<file path="src/pcth_pkg.sv">
// Shared types, constants and CRC helpers for the path CRC triple hasher.
`default_nettype none

package pcth_pkg;

    localparam logic [31:0] CRC_POLY  = 32'hEDB88320;
    localparam logic [7:0]  SEP_BYTE  = 8'h5C;
    localparam logic [7:0]  SLASH     = 8'h2F;
    localparam logic [7:0]  DOT_BYTE  = 8'h2E;
    localparam logic [7:0]  UPPER_LO  = 8'h41;
    localparam logic [7:0]  UPPER_HI  = 8'h5A;
    localparam logic [7:0]  CASE_BIAS = 8'h20;
    localparam logic [2:0]  EXT_MAX   = 3'd4;

    typedef struct packed {
        logic [7:0] path_byte;
        logic       is_last;
    } path_item_t;

    typedef struct packed {
        logic [31:0] folder_hash;
        logic [31:0] file_hash;
        logic [31:0] ext_code;
    } path_result_t;

    // Reflected CRC-32 over one byte, unrolled bit by bit.
    function automatic logic [31:0] crc_byte(input logic [31:0] crc, input logic [7:0] b);
        logic [31:0] c;
        c = crc ^ {24'd0, b};
        for (int k = 0; k < 8; k++)
        begin
            c = (c >> 1) ^ (CRC_POLY & {32{c[0]}});
        end
        return c;
    endfunction

    function automatic logic [7:0] normalize(input logic [7:0] b);
        logic [7:0] r;
        r = b;
        if (b == SLASH)
        begin
            r = SEP_BYTE;
        end
        else if (b >= UPPER_LO && b <= UPPER_HI)
        begin
            r = b + CASE_BIAS;
        end
        return r;
    endfunction

endpackage

`default_nettype wire

</file>
<file path="src/pcth_seg_tracker.sv">
// Per-path state: whole-path and segment CRCs, snapshots and extension capture.
`default_nettype none

module pcth_seg_tracker (
    input  wire logic                  clk,
    input  wire logic                  rst_n,
    input  wire logic                  step,
    input  wire pcth_pkg::path_item_t  item,
    output pcth_pkg::path_result_t     result
);

    logic [31:0] path_crc_reg,  path_crc_next;
    logic [31:0] folder_reg,    folder_next;
    logic [31:0] segment_reg,   segment_next;
    logic [31:0] stem_reg,      stem_next;
    logic        seen_dot_reg,  seen_dot_next;
    logic [31:0] ext_word_reg,  ext_word_next;
    logic [2:0]  ext_bytes_reg, ext_bytes_next;

    logic [7:0]  b;
    logic [31:0] seg_crc_upd;

    always_comb
    begin
        b              = pcth_pkg::normalize(item.path_byte);
        seg_crc_upd    = pcth_pkg::crc_byte(segment_reg, b);
        path_crc_next  = pcth_pkg::crc_byte(path_crc_reg, b);
        folder_next    = folder_reg;
        segment_next   = seg_crc_upd;
        stem_next      = stem_reg;
        seen_dot_next  = seen_dot_reg;
        ext_word_next  = ext_word_reg;
        ext_bytes_next = ext_bytes_reg;

        if (b == pcth_pkg::SEP_BYTE)
        begin
            folder_next    = path_crc_reg;
            segment_next   = '0;
            seen_dot_next  = 1'b0;
            ext_word_next  = '0;
            ext_bytes_next = '0;
        end
        else if (b == pcth_pkg::DOT_BYTE)
        begin
            stem_next      = segment_reg;
            seen_dot_next  = 1'b1;
            ext_word_next  = '0;
            ext_bytes_next = '0;
        end
        else if (seen_dot_reg && ext_bytes_reg < pcth_pkg::EXT_MAX)
        begin
            unique case (ext_bytes_reg[1:0])
                2'd0:    ext_word_next[7:0]   = b;
                2'd1:    ext_word_next[15:8]  = b;
                2'd2:    ext_word_next[23:16] = b;
                default: ext_word_next[31:24] = b;
            endcase
            ext_bytes_next = ext_bytes_reg + 3'd1;
        end

        result.folder_hash = folder_next;
        result.file_hash   = seen_dot_next ? stem_next : segment_next;
        result.ext_code    = ext_word_next;
    end

    always_ff @(posedge clk or negedge rst_n)
    begin
        if (!rst_n)
        begin
            path_crc_reg  <= '0;
            folder_reg    <= '0;
            segment_reg   <= '0;
            stem_reg      <= '0;
            seen_dot_reg  <= 1'b0;
            ext_word_reg  <= '0;
            ext_bytes_reg <= '0;
        end
        else if (step)
        begin
            if (item.is_last)
            begin
                // path done: start clean for the next one
                path_crc_reg  <= '0;
                folder_reg    <= '0;
                segment_reg   <= '0;
                stem_reg      <= '0;
                seen_dot_reg  <= 1'b0;
                ext_word_reg  <= '0;
                ext_bytes_reg <= '0;
            end
            else
            begin
                path_crc_reg  <= path_crc_next;
                folder_reg    <= folder_next;
                segment_reg   <= segment_next;
                stem_reg      <= stem_next;
                seen_dot_reg  <= seen_dot_next;
                ext_word_reg  <= ext_word_next;
                ext_bytes_reg <= ext_bytes_next;
            end
        end
    end

    assert property (@(posedge clk) disable iff (!rst_n)
        ext_bytes_reg <= pcth_pkg::EXT_MAX)
        else $error("extension byte count past limit");

    assert property (@(posedge clk) disable iff (!rst_n)
        !seen_dot_reg |-> (ext_bytes_reg == 3'd0 && ext_word_reg == 32'd0))
        else $error("extension captured without a dot");

    assert property (@(posedge clk) disable iff (!rst_n)
        (step && item.is_last) |=> (path_crc_reg == 32'd0 && !seen_dot_reg))
        else $error("state not cleared after last byte");

endmodule

`default_nettype wire

</file>
<file path="src/path_crc_triple_hasher_unit.sv">
// Path CRC triple hasher: top level with input stage and result register.
//
// Usage: the sender presents one path byte per transaction on item/item_valid,
// with item.is_last set on the final byte of a path. Slashes count as
// backslashes and A..Z fold to lower case. On the last byte one result
// transaction appears on result/result_valid carrying the folder CRC, the
// file stem CRC and up to four extension bytes packed little-endian.
// Throughput: one byte per cycle while no last byte is held back; the input
// stage and the per-path state advance together through one byte-wide CRC
// update per hash. An accepted byte waits in the input stage; from there
// it is processed, and a last byte's result goes into the result register.
// Stall: a waiting result holds in the result register while non-last bytes
// keep flowing; only a last byte waits in the input stage, and item_stall
// rises once that stage is blocked.
// Reset: rst_n clears the stage valid, the result valid and all path state;
// the block accepts bytes as soon as reset is released.
`default_nettype none

module path_crc_triple_hasher_unit (
    input  wire logic                    clk,
    input  wire logic                    rst_n,
    input  wire pcth_pkg::path_item_t    item,
    input  wire logic                    item_valid,
    output logic                         item_stall,
    output pcth_pkg::path_result_t       result,
    output logic                         result_valid,
    input  wire logic                    result_stall
);

    pcth_pkg::path_item_t   stage_reg;
    logic                   stage_valid_reg;
    pcth_pkg::path_result_t result_reg;
    logic                   result_valid_reg;
    pcth_pkg::path_result_t calc;
    logic                   advance;
    logic                   accept;

    assign advance = stage_valid_reg
                     && (!stage_reg.is_last || !result_valid_reg || !result_stall);
    assign item_stall   = stage_valid_reg && !advance;
    assign accept       = item_valid && !item_stall;
    assign result       = result_reg;
    assign result_valid = result_valid_reg;

    pcth_seg_tracker u_tracker (
        .clk    (clk),
        .rst_n  (rst_n),
        .step   (advance),
        .item   (stage_reg),
        .result (calc)
    );

    always_ff @(posedge clk or negedge rst_n)
    begin
        if (!rst_n)
        begin
            stage_valid_reg  <= 1'b0;
            result_valid_reg <= 1'b0;
        end
        else
        begin
            if (accept)
            begin
                stage_valid_reg <= 1'b1;
            end
            else if (advance)
            begin
                stage_valid_reg <= 1'b0;
            end

            if (advance && stage_reg.is_last)
            begin
                result_valid_reg <= 1'b1;
            end
            else if (!result_stall)
            begin
                result_valid_reg <= 1'b0;
            end
        end
    end

    always_ff @(posedge clk)
    begin
        if (accept)
        begin
            stage_reg <= item;
        end
        if (advance && stage_reg.is_last)
        begin
            result_reg <= calc;
        end
    end

    assert property (@(posedge clk) disable iff (!rst_n)
        item_stall |-> (stage_valid_reg && stage_reg.is_last && result_valid_reg))
        else $error("input stalled without a blocked last byte");

    assert property (@(posedge clk) disable iff (!rst_n)
        $rose(result_valid) |-> $past(stage_valid_reg && stage_reg.is_last))
        else $error("result raised without a last byte");

    assert property (@(posedge clk) disable iff (!rst_n)
        (stage_valid_reg && !stage_reg.is_last) |-> !item_stall)
        else $error("non-last byte held in stage");

endmodule

`default_nettype wire
</file>
<file path="config.mk">
export PLATFORM = sky130hd
export DESIGN_NAME = path_crc_triple_hasher_unit
export DESIGN_NICKNAME = d
export VERILOG_FILES = /design/src/pcth_pkg.sv /design/src/pcth_seg_tracker.sv /design/src/path_crc_triple_hasher_unit.sv
export SDC_FILE = /design/constraint.sdc
export NUM_CORES = 1
export LEC_CHECK = 0
export ABC_AREA = 1
export BUFFER_PORTS_ARGS = -buffer_cell sky130_fd_sc_hd__buf_2
export CORE_MARGIN = 2
export CORE_UTILIZATION = 50
export CTS_CLUSTER_SIZE = 10
export DETAILED_ROUTE_END_ITERATION = 8
export GPL_TIMING_DRIVEN = 0
export HOLD_SLACK_MARGIN = 0.03
export PLACE_DENSITY = 0.73
export SLEW_MARGIN = 20
export SYNTH_ARGS = -nofsm -noshare
export SYNTH_HDL_FRONTEND = slang
export SYNTH_SLANG_ARGS = --single-unit
</file>
<file path="constraint.sdc">
create_clock -name clk -period 3.39 [get_ports clk]
set_input_delay 0.339 -clock clk [delete_from_list [all_inputs] [get_ports clk]]
set_output_delay 0.339 -clock clk [all_outputs]
set_load 0.005 [all_outputs]
</file>
## After elaboration in Yosys (flattened, before gate mapping)

Index checks and enable logic that the tools add are counted.

- Register bits: 271
- Bits in latches: 0
- Memory bits (writable): 0
- ROM bits: 0
- Bits of input ports: 13
- Output and inout port bits: 98
- Word-level logic and storage cells: 91
- Memories kept: 0

- $add $sub $neg: 2
- $mul: 0
- Div/mod/pow operators: 0
- Order comparisons: 3
- Equal/unequal tests: 6
- Shifts and indexed selects: 0
- Multiplexer cells: 30
- Bitwise gates (word level): 18
- Reductions and logical operators: 18

Operator list:

| operator | number |
|---|---|
| 31-bit by 32-bit bitwise XOR with 32-bit output | 16 |
| 32-bit two-way mux | 13 |
| 32-bit by 8-bit bitwise XOR with 32-bit output | 2 |
| 8-bit two-way mux | 6 |
| 8-bit by 6-bit == test with 1-bit output, second input constant | 2 |
| 3-bit two-way mux | 4 |
| 8-bit by 6-bit adder with 8-bit output, second input constant | 1 |
| 8-bit by 7-bit == test with 1-bit output, second input constant | 1 |
| 8-bit by 7-bit >= comparator with 1-bit output, second input constant | 1 |
| 8-bit by 7-bit less-or-equal comparator with 1-bit output, second input constant | 1 |
| 1-bit two-way mux | 7 |
| 1-bit logical AND | 6 |
| 1-bit zero test | 5 |
| 4-bit nonzero test | 1 |
| 3-bit by 1-bit adder with 3-bit output, second input constant | 1 |
| 3-bit < comparator, second input constant | 1 |
| 3-bit OR reduction | 1 |
| 2-bit by 1-bit == test with 1-bit output, second input constant | 1 |
| 2-bit == test, second input constant | 1 |
| 2-bit zero test | 1 |
| 1-bit logical OR | 2 |
| 2-bit by 1-bit inequality test with 1-bit output, second input constant | 1 |
| 2-bit AND reduction | 1 |
| 2-bit nonzero test | 1 |

## Longest topological paths before layout

Gate-level depths: netlist of run 1.

- Depth after elaboration: 15
- Mapped depth: 18
- Mapped depth without buffers: 17

## Modules after synthesis

From an unflattened synthesis of run 1, not the netlist that was laid out.

- Cells, all modules: 1582
- Area total of the unflattened synthesis: 13885.8 um2

By module, submodules not included:

| module | times used | cells an instance | area an instance (um2) | sequential area each (um2) |
|---|---|---|---|---|
| pcth_seg_tracker | 1 | 1463 | 10626.4 | 4103.9 |
| path_crc_triple_hasher_unit | 1 | 119 | 3259.4 | 3203.1 |

## Worst setup path before layout of run 1

OpenSTA, ideal clock, no wires.

- Path kind: flip-flop to flip-flop
- Start: register stage_reg[0] (netlist name)
- End: register result_reg, in the netlist result[0], enable pin
- Library setup time: 0.449 ns
- Arrival: 3.086 ns
- Required time: 2.941 ns
- Slack: -0.145 ns
- Stages on the path, launching flop included: 8
- Path buffers: 2
- Clock period less this slack: 3.535 ns
- Cell sequence: edfxtp_1 > nand3_1 > nand2_1 > clkbuf_1 > inv_1 > clkbuf_1 > nand2_1 > inv_1

- Cells in the longest elaborated chain, start to end: 5

Ends and longest elaborated chain:

| what | line | RTL |
|---|---|---|
| start, declared | path_crc_triple_hasher_unit.sv:30 | `pcth_pkg::path_item_t stage_reg;` |
| start signal, assigned | path_crc_triple_hasher_unit.sv:86 | `stage_reg <= item;` |
| 1-bit zero test | path_crc_triple_hasher_unit.sv:39 | `&& (!stage_reg.is_last \|\| !result_valid_reg \|\| !result_stall);` |
| 1-bit logical OR (2 in a row) | path_crc_triple_hasher_unit.sv:39 |  |
| 1-bit logical AND | path_crc_triple_hasher_unit.sv:39 |  |
| 1-bit logical AND (*) | path_crc_triple_hasher_unit.sv:88 | `if (advance && stage_reg.is_last)` |
| end signal, assigned | path_crc_triple_hasher_unit.sv:90 | `result_reg <= calc;` |
| end, declared | path_crc_triple_hasher_unit.sv:32 | `pcth_pkg::path_result_t result_reg;` |

Every way passes the cells marked *; elsewhere a longest branch is shown, timed or not.
A chain may end at the register's enable or synchronous reset.

## Worst setup path after layout of run 1

- Start: register stage_reg[0] (netlist name)
- End: register result_reg, in the netlist result[12], enable pin

The elaborated chain is that of the path after synthesis.

==> results of run 1 <==
## synth_stat cells, drive strengths merged
cell type	n	area share, %
a32o	2	0.15
a21oi	12	0.44
dfrtp	166	31
or2	19	0.87
ha	5	0.46
clkbuf	42	1.2
nor3	3	0.22
o211ai	1	0.055
xor2	76	5.1
and2	2	0.092
o21bai	3	0.17
o21ai	212	7.9
nand2b	2	0.092
nor2	35	1.1
o221ai	2	0.13
nand3	95	3.7
a21boi	8	0.44
edfxtp	105	23
inv	197	5.4
o22ai	64	2.9
nand3b	4	0.22
nand2	442	13
nand4	14	0.64
buf	31	1.5
xnor2	7	0.51
## power by group through the flow
stage               Sequential [µW]  Clock, µW  Combinational (µW)
detailed placement             4410          0                4270
floorplan                      4340          0                3060
finish                         4360       3030                4380
global placement               4410          0                4190
CTS                            4360       3070                4310
global route                   4410       3190                4850
## metrics by stage
| stage | std cells | worst slack, ns | setup TNS, ns | hold WS [ns] |
|---|---|---|---|---|
| 3_5_place_dp | 2004 | -0.0161 | -0.597 | 0.262 |
| 2_1_floorplan | 1549 | 0.386 | 0 | 0.0434 |
| 6_report | 2075 | 0.120 | 0 | 0.267 |
| 4_1_cts | 2075 | 0.163 | 0 | 0.279 |
| 5_1_grt | 2075 | 0.0381 | 0 | 0.305 |
| 3_3_place_gp | 2000 | -1.16 | -238.06 | 0.461 |
## worst max-delay path by stage
stage | slack (ns) | endpoint | start
after CTS | 0.16 | result[52] | stage_reg[0]
after floorplan | 0.39 | result[0] | result_valid
final | 0.12 | result[12] | stage_reg[0]
after detailed placement | -0.02 | result[94] | stage_reg[0]
after global placement | -1.16 | result[89] | result_stall
after global routing | 0.04 | u_tracker.path_crc_reg[25] | stage_reg[0]
## cell families after synthesis
group	Yosys count
AOI/OAI and AO/OA	304
adders and majority gates	5
and+or+nand+nor	616
buffers and inverters	270
xor gates and xnor gates	83
DFF	271
## critical path, stage by stage, from the launching register on
cell	delay (ns)
edfxtp_1	0.42
nand3_1	0.14
nand2_1	0.12
clkbuf_1	0.63
inv_1	0.16
clkbuf_1	0.39
nand2_1	0.33
clkinvlp_2	0.60
## timing repair
action | 4_1_cts | 5_1_grt
endpoints found under the hold margin | 53 | 0
endpoints found under the setup margin | 72 | 0
setup buffers | 0 | 0
gates resized for setup | 0 | 0
hold buffers | 12 | 0
## layout make-up
type	count	share of cell area [%]
Clock buffer	57	5.62
Sequential cell	271	46.5
Clock inverter	1	0.0558
Tap cell	341	2.72
Multi-Input combinational cell	1008	33.1
Timing Repair inverter	1	0.0319
Inverter	197	4.73
Timing Repair Buffer	126	4.94
Buffer	73	2.29
## per-layer routing
metal  share of wire, %  global-route usage (%)
met5                  0                       0
met4                3.3                    9.60
met3                8.1                    3.97
met2                 46                    42.7
met1                 42                    36.7
==> results.md, run 1 <==
* Core Footprint at 0.0268 mm²
* Clk slew on worst S/H paths at 0.06 ns
* Final setup fails at 0
* Worst EP required at 3.50 ns
* CTS tree: built
* HP Class: primary input to async pin
* Setup slack, reg-to-reg at 0.12 ns
* Layout Area Growth over Synthesis at 15.5%
* Cell Rows at 60
* Num CTS Buffers at 31
* Startpoint Class: flop
* Synthesized instance count at 1549
* H-tree depth at 1
* Net count of the finished layout at 1727
* Mean Syn Cell Area at 8.78 µm²
* Hold Vio Cnt, Final at 0
* Period minus WS final at 3.27 ns
* Clk_lat worst skew at 0.57 ns
* Initial antenna violation count at 0
* Synth Cell Area at 0.0136 mm²
* Initial Utilization at 50.8%
* P per Cell Area at 749 mW/mm²
* Port-buffer cells at 110
* Wirelength, routed at 37800 µm
* Power share of the combinational group at 37.2%
* Worst VDD drop at 0.441 mV
* Post-route ant nets at 0
* Fin util at 58.6%
* Design Power at 11800 µW
* Clock Tree Buf Depth at 3
* Worst reg-to-reg path cell count at 7
* Commonest cells after routing, fill and taps aside: nand2_1, inv_1, dfrtp_1
* Crit path DAT at 3.38 ns
* Adder-Cell Fraction of Synth Area at 0.460%
* Post-synthesis simple-gate area fraction at 20.0%
* Clk sinks at 271
* GRT Util Overall at 26.5%
* Largest fanout on the critical path at 13
* CP Capture Type: flop
* Final period util at 96.5%
* # fillers at 2335
* # diodes at 0
* Number of global-route vias before repair at 10922
* Max Cap Violations at 0
* Leak Pwr at 0.00764 µW
* Net Count, Synth at 1567
* Register bit total from synthesis at 271
* Most common cell after layout, fill and taps aside: nand2_1
* Grt total ovfl at 0
* Number of iterations in the first detailed-routing pass at 6
* DRC viols at 0
* Seq pwr share at 37.1%
* Placed Area at 0.0147 mm²
* Share of layout cells above drive strength 1 at 14.0%
* Clock Power Share at 25.7%
* First-pass GRT wire length at 59200 µm
* Warning count from the yosys run at 0
* Largest net degree at the start of global routing at 67
* Reg2Reg Capture Point: result[12]
* Switching power at 4510 µW
* Die Wd at 169 µm
* Hpwl dp at 26600 µm
* Proportion of synthesized area in mux cells at 0%
* Gpl congestion at 0.932
* Design area at 0.0157 mm²
* Total die area at 0.0285 mm²
* Via count at 11404
* Fmax achieved at 306 MHz
* Setup Skew at 0.0217 ns
* Slew Viols, Final at 0
* Largest family of logic cells by synthesized area: simple AND/OR/NAND/NOR gates
* Sw Ratio at 38.4%
* Reg area at 0.00731 mm²
* Synth Area in XOR/XNOR at 5.56%
* Worst Setup Path Type: flop to flop
* P_int at 7250 µW
* Outcome: complete, no violations
* Die height at 169 µm
* IO Pins at 111
* Via density at 5.50
* Max reg flops at 96
* R2r startpoint: stage_reg[0]
* DR iter-0 viols at 1180
* Worst slew margin at 34.2%
* Compound-Gate Fraction of Synth Area at 12.2%
* Synth cell types at 41
* RSZ-0062 raised after global routing: no
* DR WL/cell at 18.2 µm
* Slew at the pin closest to its max-slew limit at 0.984 ns
* CTS root buffer: clkbuf_16
* Post-synthesis sequential area ratio at 53.7%
* Multi-input logic area at 0.00520 mm²
Note: power is estimated with default switching activity, not from simulation.
==> run 2, diff against run 1 <==
Settings changed: MAX_ROUTING_LAYER from default to met4, SYNTH_HIERARCHICAL from default to 1.
==> run 2 against run 1 <==
Power is 5.1% higher. Maximum frequency is 4.6% higher. Cell count is 3.2% higher. Die area is 2.0% higher. Clock power is 10% higher. Setup slack better by 0.14 ns. Largest cell class unchanged. Via count is 0.52% higher. Sequential share of layout area is 1.1 points lower. Clock skew hardly changed. Critical path depth is 7 higher.
==> results.md, run 2 <==
* Clk sinks at 271 (unchanged)
* Num CTS Buffers at 34 (+9.7%)
* Slew Viols, Final at 0 (unchanged)
* Synth top area share at 29.9% (-0.62 points)
* Main synth FF type: dfrtp_1
* Worst slew margin at 47.5% (+13 points)
* Hpwl dp at 27500 µm (+3.3%)
* Clk_lat worst skew at 0.52 ns (-0.05 ns)
* Clock Tree Buf Depth at 3 (unchanged)
* Initial Utilization at 50.4% (-0.36 points)
* Adder-Cell Fraction of Synth Area at 0.451% (-0.0093 points)
* Switching power at 4730 µW (+4.8%)
* CTS root buffer: clkbuf_16
* Layout Cells excl Fill at 2141 (+3.2%)
* # diodes at 0 (unchanged)
* Initial antenna violation count at 0 (unchanged)
* Final setup fails at 0 (unchanged)
* Grt total ovfl at 0 (unchanged)
* Largest fanout on the critical path at 10 (-3)
* Commonest cells after routing, fill and taps aside: nand2_1, inv_1, dfrtp_1
* Layer with the highest usage: met2
* Max reg flops at 96 (unchanged)
* Fraction of registers with async set/reset at 61.3% (unchanged)
* Post-synth EDFFs at 105 (unchanged)
* H-tree depth at 2 (+1)
* Synth Cell Area at 0.0139 mm² (+2.1%)
* Layout Area Growth over Synthesis at 15.9%
* HP Class: primary input to flop
* CP Capture Type: flop
* Net count of the finished layout at 1756 (+1.7%)
* Post-synth top cells: nand2_1, inv_1, dfrtp_1
* Post-route ant nets at 0 (unchanged)
* Total die area at 0.0291 mm² (+2.0%)
* Die Wd at 171 µm (+1.0%)
* Largest family of logic cells by synthesized area: simple AND/OR/NAND/NOR gates
* # fillers at 2434 (+4.2%)
* IO Pins at 111 (unchanged)
* Gpl congestion at 0.977 (+4.8%)
* Register bit total from synthesis at 271 (unchanged)
* # Post-CTS Setup Buffers at 0 (unchanged)
* Port-buffer cells at 110 (unchanged)
* Met1 Usage GRT at 36.3% (-0.34 points)
* Post-synthesis simple-gate area fraction at 21.1% (+1.1 points)
* Final WS setup at 0.263 ns (+0.144 ns)
* Compound-Gate Fraction of Synth Area at 10.7% (-1.5 points)
* Leading area contributor after synthesis: dfrtp_1
* Worst-path cell chain: nand2_1 > nand2_1 > nand3_1 > nand2_1 > nand2_1 > nand2_2 > nand2_1 > nand2_1 > nor2_1 > nand2_2 > buf_6 > clkbuf_1 > o21ai_0 > mux2i_1
* Power share of the combinational group at 37.6% (+0.4 points)
* Reg area at 0.00731 mm² (unchanged)
* Fmax achieved at 320 MHz (+4.6%)
* Met2 Track Usage GR at 45.4% (+2.7 points)
* Top delay family on crit path: simple AND/OR/NAND/NOR gates
* Hold Vio Cnt, Final at 0 (unchanged)
* CTS tree: built
* Most common cell after layout, fill and taps aside: nand2_1
* Via count at 11463 (+0.52%)
* DR iter-0 viols at 1146 (-2.9%)
* Seq pwr share at 35.5% (-1.6 points)
* DRC viols at 0 (unchanged)
* Startpoint Class: flop
* Share of layout cells above drive strength 1 at 13.8% (-0.23 points)
* Outcome: complete, no violations
* Max Cap Violations at 0 (unchanged)
* DR WL/cell at 18.1 µm (-0.85%)
* Cell Rows at 61 (+1.7%)
* Synth Area in XOR/XNOR at 5.95% (+0.38 points)
* Most frequent cell after synthesis: nand2_1
* Final period util at 92.2% (-4.2 points)
* Post-synthesis sequential area ratio at 52.6% (-1.1 points)
* First-pass GRT wire length at 60700 µm (+2.6%)
* Synthesized instance count at 1582 (+2.1%)
* Setup Skew at 0.0219 ns (+0.000184 ns)
* CP most frequent cell: nand2_1
* Proportion of synthesized area in mux cells at 0.793% (+0.79 points)
* Clock Power Share at 27.0% (+1.3 points)
* Leak Pwr at 0.00793 µW (+3.9%)
* Largest net degree at the start of global routing at 97 (+45%)
* Warning count from the yosys run at 6 (+6)
* Slew at the pin closest to its max-slew limit at 0.785 ns (-0.199 ns)
* Die height at 171 µm (+1.0%)
* Mean Syn Cell Area at 8.78 µm² (about the same)
* Placed Cells at 2072 (+3.4%)
* Pre-CTS setup slack at 0.0707 ns (+0.0868 ns)
* Via density at 5.35 (-2.6%)
* Fin Setup TNS at 0 ns (unchanged)
* Core Footprint at 0.0276 mm² (+2.8%)
* Design Power at 12400 µW (+5.1%)
* Slowest CP cell: edfxtp_1
* Number of iterations in the first detailed-routing pass at 5 (-1)
* Clk slew on worst S/H paths at 0.06 ns (about the same)
* Worst VDD drop at 0.504 mV (+14%)
* Period minus WS final at 3.13 ns (-0.144 ns)
* Synth cell types at 44 (+7.3%)
* CP bufs+invs at 2 (-2)
* Multi-input logic area at 0.00541 mm² (+4.1%)
* P per Cell Area at 768 mW/mm² (+2.5%)
* Net Count, Synth at 1600 (+2.1%)
* Number of global-route vias before repair at 11127 (+1.9%)
* Top area cells in the synthesized netlist: dfrtp_1, edfxtp_1, nand2_1
* Worst EP required at 3.67 ns (+0.17 ns)
* GR Util met3 at 4.21% (+0.24 points)
* RSZ-0062 raised after global routing: no
* P_int at 7630 µW (+5.3%)
* Crit path DAT at 3.41 ns (+0.03 ns)
* GRT Util Overall at 28.0% (+1.5 points)
* Worst Setup Path Type: flop to flop
* Wirelength, routed at 38700 µm (+2.3%)
* Sw Ratio at 38.2% (-0.11 points)
* CP max stage delay at 0.53 ns (-0.10 ns)
run 2: worst paths after layout:
path	start	to	slack [ns]	cells past startpoint
worst max-delay path	stage_reg[3]	result[41]	0.26	14
worst min-delay path	item_valid	stage_valid_reg	0.07	3
worst max register to register	stage_reg[3]	result[41]	0.26	14
worst min register to register	u_tracker/folder_reg[14]	u_tracker/folder_reg[14]	0.49	2
max in group asynchronous	rst_n	u_tracker/stem_reg[10]	2.14	3
min in group asynchronous	rst_n	u_tracker/folder_reg[25]	0.39	2
run 2: what timing repair did:
item / in CTS / in global routing
endpoints found under the hold margin: 78 / 0
setup endpoints to repair: 0 / 20
hold buffers: 9 / 0
gates resized for setup: 0 / 4
run 2: per-stage QoR:
stage / area (µm²) / util [%] / hold slack [ns]
after floorplan: 13900 / - / 0.0434
after global placement: 14900 / 54.1 / 0.468
after detailed placement: 15000 / 54.4 / 0.345
after CTS: 16100 / 58.4 / 0.0308
after global routing: 16100 / 58.4 / 0.0454
final: 16100 / 58.4 / 0.0716
run 2: cells by family after synthesis:
| logic type | Yosys count |
|---|---|
| xor gates and xnor gates | 88 |
| adders and majority gates | 5 |
| muxes | 11 |
| and+or+nand+nor | 672 |
| DFF | 271 |
| buffers and inverters | 274 |
| AOI/OAI and AO/OA | 261 |
run 2: cell type report:
type                            instances  share of cell area [%]
Multi-Input combinational cell       1037                    33.6
Tap cell                              378                    2.94
Clock inverter                          6                   0.303
Clock buffer                           55                    6.10
Buffer                                 72                    2.57
Inverter                              201                    4.72
Sequential cell                       271                    45.4
Timing Repair Buffer                  121                    4.38
run 2: routing by layer:
metal / wire length (µm) / vias to the layer above
li1: - / 5480
met1: 16800 / 5532
met2: 18600 / 387
met3: 2320 / 64
met4: 1000 / 0
met5: 0 / -
run 2: power by group through the flow:
stage	combinational, µW	sequential, µW	clock, µW
global placement	4490	4410	0
global route	5170	4420	3530
detailed placement	4560	4420	0
floorplan	3290	4350	0
CTS	4590	4370	3400
finish	4640	4380	3340
run 2: worst min-delay path, cell delays in order:
cell and delay [ns]:
buf_2 0.09, inv_1 0.05, o21ai_1 0.06
